**src/sv/ifl_pkg.sv**
```systemverilog
`timescale 1ns / 1ps
// ----------------------------------------------------------------------------
// ifl_pkg
// Shared types, widths and codes for the interval floor lookup table.
// ----------------------------------------------------------------------------
package ifl_pkg;

    localparam int DEPTH_DEFAULT = 16;
    localparam int KEY_WIDTH     = 32;
    localparam int VALUE_WIDTH   = 8;
    localparam int OPCODE_WIDTH  = 2;
    localparam int STATUS_WIDTH  = 3;

    typedef logic [KEY_WIDTH-1:0]    key_t;
    typedef logic [VALUE_WIDTH-1:0]  value_t;
    typedef logic [OPCODE_WIDTH-1:0] opcode_t;
    typedef logic [STATUS_WIDTH-1:0] status_t;

    localparam opcode_t OP_LOOKUP = 2'd0;
    localparam opcode_t OP_ASSIGN = 2'd1;
    localparam opcode_t OP_CLEAR  = 2'd2;

    localparam status_t ST_LOOKUP    = 3'd0;
    localparam status_t ST_ASSIGNED  = 3'd1;
    localparam status_t ST_BAD_ORDER = 3'd2;
    localparam status_t ST_SAME      = 3'd3;
    localparam status_t ST_FULL      = 3'd4;
    localparam status_t ST_CLEARED   = 3'd5;

    // Contents of one table entry as held by a cell.
    typedef struct packed {
        logic   valid;
        key_t   key;
        value_t value;
    } cell_state_t;

    // Command broadcast from the controller to every cell of the row.
    typedef struct packed {
        logic   capture;
        logic   clear;
        logic   insert;
        logic   overwrite;
        key_t   probe_key;
        key_t   new_key;
        value_t new_value;
        value_t init_value;
    } cell_cmd_t;

endpackage

```
**src/sv/ifl_if.sv**
```systemverilog
`timescale 1ns / 1ps
// ----------------------------------------------------------------------------
// ifl_if
// Request and result channels of the interval floor lookup table.
// ----------------------------------------------------------------------------
interface ifl_req_if
    import ifl_pkg::*;
();
    logic    valid;
    logic    ready;
    opcode_t opcode;
    key_t    key;
    key_t    key_end;
    value_t  new_value;

    modport source (output valid, opcode, key, key_end, new_value, input ready);
    modport sink   (input valid, opcode, key, key_end, new_value, output ready);
endinterface

interface ifl_rsp_if
    import ifl_pkg::*;
();
    logic    valid;
    logic    ready;
    value_t  value;
    status_t status;

    modport source (output valid, value, status, input ready);
    modport sink   (input valid, value, status, output ready);
endinterface

```
**src/sv/ifl_cell.sv**
```systemverilog
`timescale 1ns / 1ps
// ----------------------------------------------------------------------------
// ifl_cell
// One table entry: compares its start key and shifts from its left neighbor.
// ----------------------------------------------------------------------------
module ifl_cell
    import ifl_pkg::*;
(
    input  logic        clk,
    input  logic        rst_n,
    input  logic        head,
    input  cell_cmd_t   cmd,
    input  cell_state_t prev_st,
    input  logic        prev_le_q,
    input  logic        next_le,
    output cell_state_t st,
    output logic        le,
    output logic        floor_hit,
    output logic        key_hit,
    output logic        le_q
);

    cell_state_t st_reg, st_next;
    logic        le_reg, floor_reg;

    // Entries are sorted, so the cells at or below the probe key form a prefix.
    assign le        = st_reg.valid && (st_reg.key <= cmd.probe_key);
    assign floor_hit = le && !next_le;
    assign key_hit   = floor_hit && (st_reg.key == cmd.probe_key);
    assign st        = st_reg;
    assign le_q      = le_reg;

    always_comb
    begin
        st_next = st_reg;
        if (cmd.clear)
        begin
            st_next.valid = head;
            st_next.key   = '0;
            st_next.value = head ? cmd.init_value : '0;
        end
        else if (cmd.insert && !le_reg)
        begin
            if (prev_le_q)
            begin
                st_next.valid = 1'b1;
                st_next.key   = cmd.new_key;
                st_next.value = cmd.new_value;
            end
            else
            begin
                st_next = prev_st;
            end
        end
        else if (cmd.overwrite && floor_reg)
        begin
            st_next.value = cmd.new_value;
        end
    end

    always_ff @(posedge clk or negedge rst_n)
    begin
        if (!rst_n)
        begin
            st_reg    <= '{valid: head, key: '0, value: '0};
            le_reg    <= 1'b0;
            floor_reg <= 1'b0;
        end
        else
        begin
            st_reg <= st_next;
            if (cmd.capture)
            begin
                le_reg    <= le;
                floor_reg <= floor_hit;
            end
        end
    end

endmodule

```
**src/sv/interval_floor_lookup_table.sv**
```systemverilog
`timescale 1ns / 1ps
// ----------------------------------------------------------------------------
// interval_floor_lookup_table
// Sorted start-key table with floor lookup, assign and clear.
//
//   channel | dir | handshake        | payload
//   req     | in  | valid / ready    | opcode, key, key_end, new_value
//   rsp     | out | valid / ready    | value, status
//   cfg     | in  | cfg_wr_en        | cfg_wr_data (initial value)
//
// For each word, the row of cells compares every start key with the request
// key in the accept cycle, and the update cycle shifts, writes or clears the
// row and loads the result register.
// Reset leaves one entry, key zero with value zero, and an initial value of 0.
// A full result register holds the update cycle until the word is taken.
// ----------------------------------------------------------------------------
module interval_floor_lookup_table
    import ifl_pkg::*;
#(
    parameter int DEPTH = DEPTH_DEFAULT
)
(
    input  logic         clk,
    input  logic         rst_n,
    ifl_req_if.sink      req,
    ifl_rsp_if.source    rsp,
    input  logic         cfg_wr_en,
    input  value_t       cfg_wr_data
);

    typedef enum logic [1:0] {
        S_IDLE = 2'b01,
        S_UPD  = 2'b10
    } state_t;

    state_t      state_reg, state_next;
    opcode_t     op_reg;
    key_t        key_reg;
    value_t      new_value_reg;
    logic        order_ok_reg;
    value_t      existing_reg;
    logic        hit_reg;
    value_t      init_reg;

    logic        out_valid_reg, out_valid_next;
    value_t      out_value_reg, out_value_next;
    status_t     out_status_reg, out_status_next;

    cell_cmd_t   cmd;
    cell_state_t st      [DEPTH];
    logic [DEPTH-1:0] le_v, floor_v, hit_v, le_q_v;

    logic        accept;
    logic        commit;
    logic        full;
    value_t      existing;
    logic        hit;

    assign req.ready = (state_reg == S_IDLE);
    assign accept    = req.valid && req.ready;
    assign commit    = (state_reg == S_UPD) && (!out_valid_reg || rsp.ready);
    assign full      = st[DEPTH-1].valid;

    assign rsp.valid  = out_valid_reg;
    assign rsp.value  = out_value_reg;
    assign rsp.status = out_status_reg;

    // The floor flags are one-hot, so the covering value is an AND-OR select.
    always_comb
    begin
        existing = '0;
        hit      = 1'b0;
        for (int i = 0; i < DEPTH; i++)
        begin
            existing = existing | (st[i].value & {VALUE_WIDTH{floor_v[i]}});
            hit      = hit | hit_v[i];
        end
    end

    always_comb
    begin
        cmd             = '0;
        cmd.capture     = accept;
        cmd.probe_key   = req.key;
        cmd.new_key     = key_reg;
        cmd.new_value   = new_value_reg;
        cmd.init_value  = init_reg;
        out_valid_next  = out_valid_reg && !rsp.ready;
        out_value_next  = out_value_reg;
        out_status_next = out_status_reg;
        state_next      = state_reg;

        case (state_reg)
            S_IDLE:
            begin
                if (accept)
                begin
                    state_next = S_UPD;
                end
            end
            S_UPD:
            begin
                if (commit)
                begin
                    state_next     = S_IDLE;
                    out_valid_next = 1'b1;
                    out_value_next = existing_reg;
                    if (op_reg == OP_CLEAR)
                    begin
                        cmd.clear       = 1'b1;
                        out_value_next  = init_reg;
                        out_status_next = ST_CLEARED;
                    end
                    else if (op_reg != OP_ASSIGN)
                    begin
                        out_status_next = ST_LOOKUP;
                    end
                    else if (!order_ok_reg)
                    begin
                        out_status_next = ST_BAD_ORDER;
                    end
                    else if (existing_reg == new_value_reg)
                    begin
                        out_status_next = ST_SAME;
                    end
                    else if (hit_reg)
                    begin
                        cmd.overwrite   = 1'b1;
                        out_status_next = ST_ASSIGNED;
                    end
                    else if (full)
                    begin
                        out_status_next = ST_FULL;
                    end
                    else
                    begin
                        cmd.insert      = 1'b1;
                        out_status_next = ST_ASSIGNED;
                    end
                end
            end
            default:
            begin
                state_next = S_IDLE;
            end
        endcase
    end

    genvar g;
    generate
        for (g = 0; g < DEPTH; g++)
        begin : g_cell
            cell_state_t prev_st;
            logic        prev_le_q;
            logic        next_le;

            if (g == 0)
            begin : g_head
                assign prev_st   = '0;
                assign prev_le_q = 1'b1;
            end
            else
            begin : g_body
                assign prev_st   = st[g-1];
                assign prev_le_q = le_q_v[g-1];
            end

            if (g == DEPTH - 1)
            begin : g_tail
                assign next_le = 1'b0;
            end
            else
            begin : g_inner
                assign next_le = le_v[g+1];
            end

            ifl_cell u_cell (
                .clk       (clk),
                .rst_n     (rst_n),
                .head      ((g == 0) ? 1'b1 : 1'b0),
                .cmd       (cmd),
                .prev_st   (prev_st),
                .prev_le_q (prev_le_q),
                .next_le   (next_le),
                .st        (st[g]),
                .le        (le_v[g]),
                .floor_hit (floor_v[g]),
                .key_hit   (hit_v[g]),
                .le_q      (le_q_v[g])
            );
        end
    endgenerate

    always_ff @(posedge clk or negedge rst_n)
    begin
        if (!rst_n)
        begin
            state_reg     <= S_IDLE;
            out_valid_reg <= 1'b0;
            init_reg      <= '0;
        end
        else
        begin
            state_reg     <= state_next;
            out_valid_reg <= out_valid_next;
            if (cfg_wr_en)
            begin
                init_reg <= cfg_wr_data;
            end
        end
    end

    always_ff @(posedge clk)
    begin
        out_value_reg  <= out_value_next;
        out_status_reg <= out_status_next;
        if (accept)
        begin
            op_reg        <= req.opcode;
            key_reg       <= req.key;
            new_value_reg <= req.new_value;
            order_ok_reg  <= (req.key < req.key_end);
            existing_reg  <= existing;
            hit_reg       <= hit;
        end
    end

endmodule

```
**src/flat_wrapper.sv**
```systemverilog
// flat-port wrapper written by rule: the top's interface ports become plain ports
module interval_floor_lookup_table_flat import ifl_pkg::*;
#(
    parameter int DEPTH = DEPTH_DEFAULT
)
  (clk, rst_n, cfg_wr_en, cfg_wr_data, req_valid, req_opcode, req_key, req_key_end, req_new_value, req_ready, rsp_valid, rsp_value, rsp_status, rsp_ready);
  ifl_req_if req_i ();
  ifl_rsp_if rsp_i ();
  input  logic clk;
  input  logic rst_n;
  input  logic cfg_wr_en;
  input  value_t cfg_wr_data;
  input wire logic [$bits(req_i.valid)-1:0] req_valid;
  input wire logic [$bits(req_i.opcode)-1:0] req_opcode;
  input wire logic [$bits(req_i.key)-1:0] req_key;
  input wire logic [$bits(req_i.key_end)-1:0] req_key_end;
  input wire logic [$bits(req_i.new_value)-1:0] req_new_value;
  output wire logic [$bits(req_i.ready)-1:0] req_ready;
  output wire logic [$bits(rsp_i.valid)-1:0] rsp_valid;
  output wire logic [$bits(rsp_i.value)-1:0] rsp_value;
  output wire logic [$bits(rsp_i.status)-1:0] rsp_status;
  input wire logic [$bits(rsp_i.ready)-1:0] rsp_ready;
  assign req_i.valid = req_valid;
  assign req_i.opcode = req_opcode;
  assign req_i.key = req_key;
  assign req_i.key_end = req_key_end;
  assign req_i.new_value = req_new_value;
  assign req_ready = req_i.ready;
  assign rsp_valid = rsp_i.valid;
  assign rsp_value = rsp_i.value;
  assign rsp_status = rsp_i.status;
  assign rsp_i.ready = rsp_ready;
  interval_floor_lookup_table #(.DEPTH(DEPTH)) u_core (.clk(clk), .rst_n(rst_n), .req(req_i), .rsp(rsp_i), .cfg_wr_en(cfg_wr_en), .cfg_wr_data(cfg_wr_data));
endmodule
```
**config.mk**
```make
export PLATFORM = sky130hd
export DESIGN_NAME = interval_floor_lookup_table_flat
export DESIGN_NICKNAME = d
export VERILOG_FILES = /design/src/sv/ifl_pkg.sv /design/src/sv/ifl_if.sv /design/src/sv/ifl_cell.sv /design/src/sv/interval_floor_lookup_table.sv /design/src/flat_wrapper.sv
export SDC_FILE = /design/constraint.sdc
export NUM_CORES = 2
export LEC_CHECK = 0
export ABC_AREA = 1
export BUFFER_PORTS_ARGS = -buffer_cell sky130_fd_sc_hd__buf_4
export CORE_AREA = 2 2 276 278
export DETAILED_ROUTE_END_ITERATION = 10
export DIE_AREA = 0 0 278 280
export PLACE_DENSITY = 0.81
export SLEW_MARGIN = 30
export SYNTH_ARGS = -nofsm -noshare
export SYNTH_HDL_FRONTEND = slang
export SYNTH_SLANG_ARGS = --single-unit
```
**constraint.sdc**
```tcl
create_clock -name clk -period 3.2 [get_ports clk]
set_input_delay 0.32 -clock clk [delete_from_list [all_inputs] [get_ports clk]]
set_output_delay 0.32 -clock clk [all_outputs]
set_load 0.05 [all_outputs]
```
==> results.sh <==
export IMPL_outcome="finished clean"
export IMPL_largest_reg_flops=655
export IMPL_die_width_um=278
export IMPL_cp_max_fo=16
export IMPL_design_core_area_um2=75200
export IMPL_synthSimpleGateAreaFrac_pct=19.9
export IMPL_setup_viol=0
export IMPL_netlist_instances=6098
export IMPL_fin_util_pct=71.6
export IMPL_clk_path_buf_depth=3
export IMPL_nFillCells=5782
export IMPL_synth_mux_area_share_pct=0
export IMPL_multi_input_area_um2=25200
export IMPL_crit_path_max_incr_delay_ns=0.51
export IMPL_seq_area_um2=19400
export IMPL_track_usage_pct=39.9
export IMPL_synth_top_family_by_area="simple AND/OR/NAND/NOR gates"
export IMPL_p_per_area_nw_per_um2=604
export IMPL_syn2layout_area_growth_pct=13.5
export IMPL_io_pins=100
export IMPL_drtIter0Drc=5007
export IMPL_crit_path_start="u_core.new_value_reg[6]"
export IMPL_cts_tree="built"
export IMPL_rrSetupSlack_ns=0.12
export IMPL_synth_adder_area_share_pct=14.3
export IMPL_drtPass1Iterations=6
export IMPL_rows=101
export IMPL_clock_skew_ns=0.0428
export IMPL_routedWlPerCell_um=21.2
export IMPL_slew_headroom_pct=35.4
export IMPL_synthesis_nets=6728
export IMPL_cts_clk_slew_worst_paths_ns=0.06
export IMPL_drc_errors=0
export IMPL_critical_path_class="register to register"
export IMPL_hold_viol=0
export IMPL_num_vias=45200
export IMPL_fin_tns_setup_ns=0
export IMPL_start_kind="register"
export IMPL_initial_core_util_pct=63.0
export IMPL_drive_above_1_share_pct=8.27
export IMPL_syn_avg_cell_area_um2=7.77
export IMPL_dp_hpwl_um=110000
export IMPL_r2r_start="u_core.new_value_reg[6]"
export IMPL_synth_edf_count=63
export IMPL_synthXorXnorAreaFrac_pct=0.129
export IMPL_min_path_type="primary input to register"
export IMPL_grt_pass1_vias=44000
export IMPL_fin_crit_sh_pct=96.4
export IMPL_syn_area_um2=47400
export IMPL_dieArea_um2=77800
export IMPL_timing_critical_path_to="u_core.g_cell[15].u_cell.st[3]"
export IMPL_fin_crit_ns=3.08
export IMPL_r2r_cells=13
export IMPL_crit_chain="xor2_1 -> nor2_1 -> nand4_2 -> nand2_1 -> nor3_4 -> buf_12 -> nand2_1 -> nand2_1 -> clkinvlp_4 -> buf_12 -> nand2_1 -> nand2_1 -> o21ai_1"
export IMPL_synth_compound_area_share_pct=18.6
export IMPL_wirelength_um=155000
export IMPL_worst_pin_slew_ns=0.967
export IMPL_grt_ovfl_total=0
export IMPL_irDropWorstVdd_v=0.000608
export IMPL_numPortBuffers=99
export IMPL_ys_ff_latch=760
export IMPL_end_kind="register"
export IMPL_dpl_instance_area_um2=50200
export IMPL_drv_slew=0
export IMPL_clk_latency_ns=0.66
export IMPL_yosys_most_used_dff="dfrtp_1"
export IMPL_async_flop_share_pct=91.7
export IMPL_cts_sinks=760
export IMPL_p_leak_nw=26.8
export IMPL_power_total_w=0.0325
export IMPL_r2r_end="u_core.g_cell[15].u_cell.st[3]"
export IMPL_drv_cap=0
export IMPL_fmax_ghz=0.324
export IMPL_cp_slowest_cell="edfxtp_1"
export IMPL_cp_data_required_time_ns=3.78
export IMPL_viasPerCell=6.18
export IMPL_grt_max_degree=87
export IMPL_seq_area_frac_synth_pct=40.8
export IMPL_hold_depth=1
export IMPL_nets=6883
export IMPL_die_height_um=280
export IMPL_yosysWarnings=0
export IMPL_arrival_ns=3.66
export IMPL_postRouteAntennaNets=0
export IMPL_crit_top_cell="nand2_1"
export IMPL_numCtsBuffers=84
export IMPL_antenna_found_initial=7
export IMPL_cts_root_buf="clkbuf_16"
export IMPL_cts_max_level=3
export IMPL_final_area_um2=53800
export IMPL_grt_pass1_wl_um=243000
export IMPL_gp_congestion=0.988
export IMPL_yosys_cell_types_count=45
## power by group
part	internal (W)	total [W]	switching (W)
clock	0.00594	0.0101	0.00414
combinational	0.00339	0.00981	0.00643
sequential	0.0114	0.0126	0.00126
## metal layers
layer  global-route usage [%]  part of all wire, %  vias to the layer above
li1                         -                    -                    20900
met1                     51.0                   39                    21400
met2                     62.5                   44                     2287
met3                     7.99                  9.3                      584
met4                     25.1                  7.0                        6
met5                        0                0.021                        -
## critical path, delay by kind of cell, from the launching register on
| kind | cells | cell delay [ns] |
|---|---|---|
| AO/OA/AOI/OAI | 1 | 0.20 |
| XOR/XNOR | 1 | 0.20 |
| buffers and inverters | 3 | 0.67 |
| flip-flops | 1 | 0.51 |
| AND/OR/NAND/NOR | 8 | 1.40 |
## metrics by stage
step	std cells	worst slack [ns]	hold slack [ns]
after global routing	7303	-0.0349	0.108
after floorplan	6098	0.506	0.0244
after detailed placement	7078	-0.175	0.429
after CTS	7301	0.0126	0.0951
final	7304	0.116	0.112
after global placement	7078	-0.137	0.432
## timing repair
item | in CTS | in global routing
gates resized for setup | 1 | 20
hold buffers | 66 | 0
endpoints found under the hold margin | 115 | 0
buffers inserted | 0 | 1
pin swaps | 0 | 2
setup endpoints to repair | 1 | 72
gates cloned | 0 | 0
## kinds of logic after synthesis
logic type,after synthesis
adder cells (fa/ha/maj),543
buffers and inverters,774
XOR/XNOR,7
AO/OA/AOI/OAI,1688
flip-flops,760
AND/OR/NAND/NOR,2326
## cells in the mapped netlist, drive strengths merged (2+ instances only)
| library cell | instances | share of area, % |
|---|---|---|
| a21o | 10 | 0.16 |
| a21oi | 273 | 2.9 |
| a31oi | 2 | 0.026 |
| a32o | 7 | 0.15 |
| and2 | 3 | 0.040 |
| and3 | 4 | 0.053 |
| buf | 36 | 0.39 |
| clkbuf | 251 | 2.0 |
| clkinv | 6 | 0.048 |
| dfrtp | 696 | 37 |
| edfxtp | 63 | 4.0 |
| ha | 543 | 14 |
| inv | 481 | 3.8 |
| nand2 | 1856 | 15 |
| nand3 | 188 | 2.0 |
| nand4 | 52 | 0.70 |
| nor2 | 192 | 1.7 |
| nor3 | 17 | 0.21 |
| nor4 | 11 | 0.15 |
| o211ai | 8 | 0.13 |
| o21a | 32 | 0.51 |
| o21ai | 1196 | 13 |
| o22ai | 145 | 1.9 |
| o31ai | 11 | 0.17 |
| xor2 | 7 | 0.13 |
## area by class of cell
| class | count | area share [%] |
|---|---|---|
| well taps | 978 | 2.27 |
| clock inverters | 21 | 0.530 |
| repair buffers | 356 | 6.27 |
| inverters | 487 | 3.43 |
| clock buffers | 136 | 4.74 |
| multi-input cells | 4564 | 46.8 |
| diodes | 2 | 0.00930 |
| flip-flops and latches | 760 | 36.0 |
## layout by cell type (no fill, tap or decap), drive strengths merged, types with 12 or more instances in the layout
master / netlist / layout
a21oi: 273 / 273
buf: 36 / 290
clkbuf: 251 / 136
clkinv: 6 / 12
dfrtp: 696 / 696
dlygate4sd3: 0 / 66
edfxtp: 63 / 63
ha: 543 / 543
inv: 481 / 484
nand2: 1856 / 1856
nand3: 188 / 188
nand4: 52 / 52
nor2: 192 / 192
nor3: 17 / 17
o21a: 32 / 32
o21ai: 1196 / 1196
o22ai: 145 / 145
## how the worst min path moves through the flow
| stage | start | end |
|---|---|---|
| floorplan | rst_n | u_core.g_cell[0].u_cell.floor_reg |
| global placement | rst_n | u_core.g_cell[10].u_cell.st[34] |
| detailed placement | rst_n | u_core.g_cell[10].u_cell.st[34] |
| CTS | req_key[0] | u_core.key_reg[0] |
| global route | req_key[0] | u_core.key_reg[0] |
| finish | req_key[0] | u_core.key_reg[0] |
Note: power is estimated with default switching activity, not from simulation.
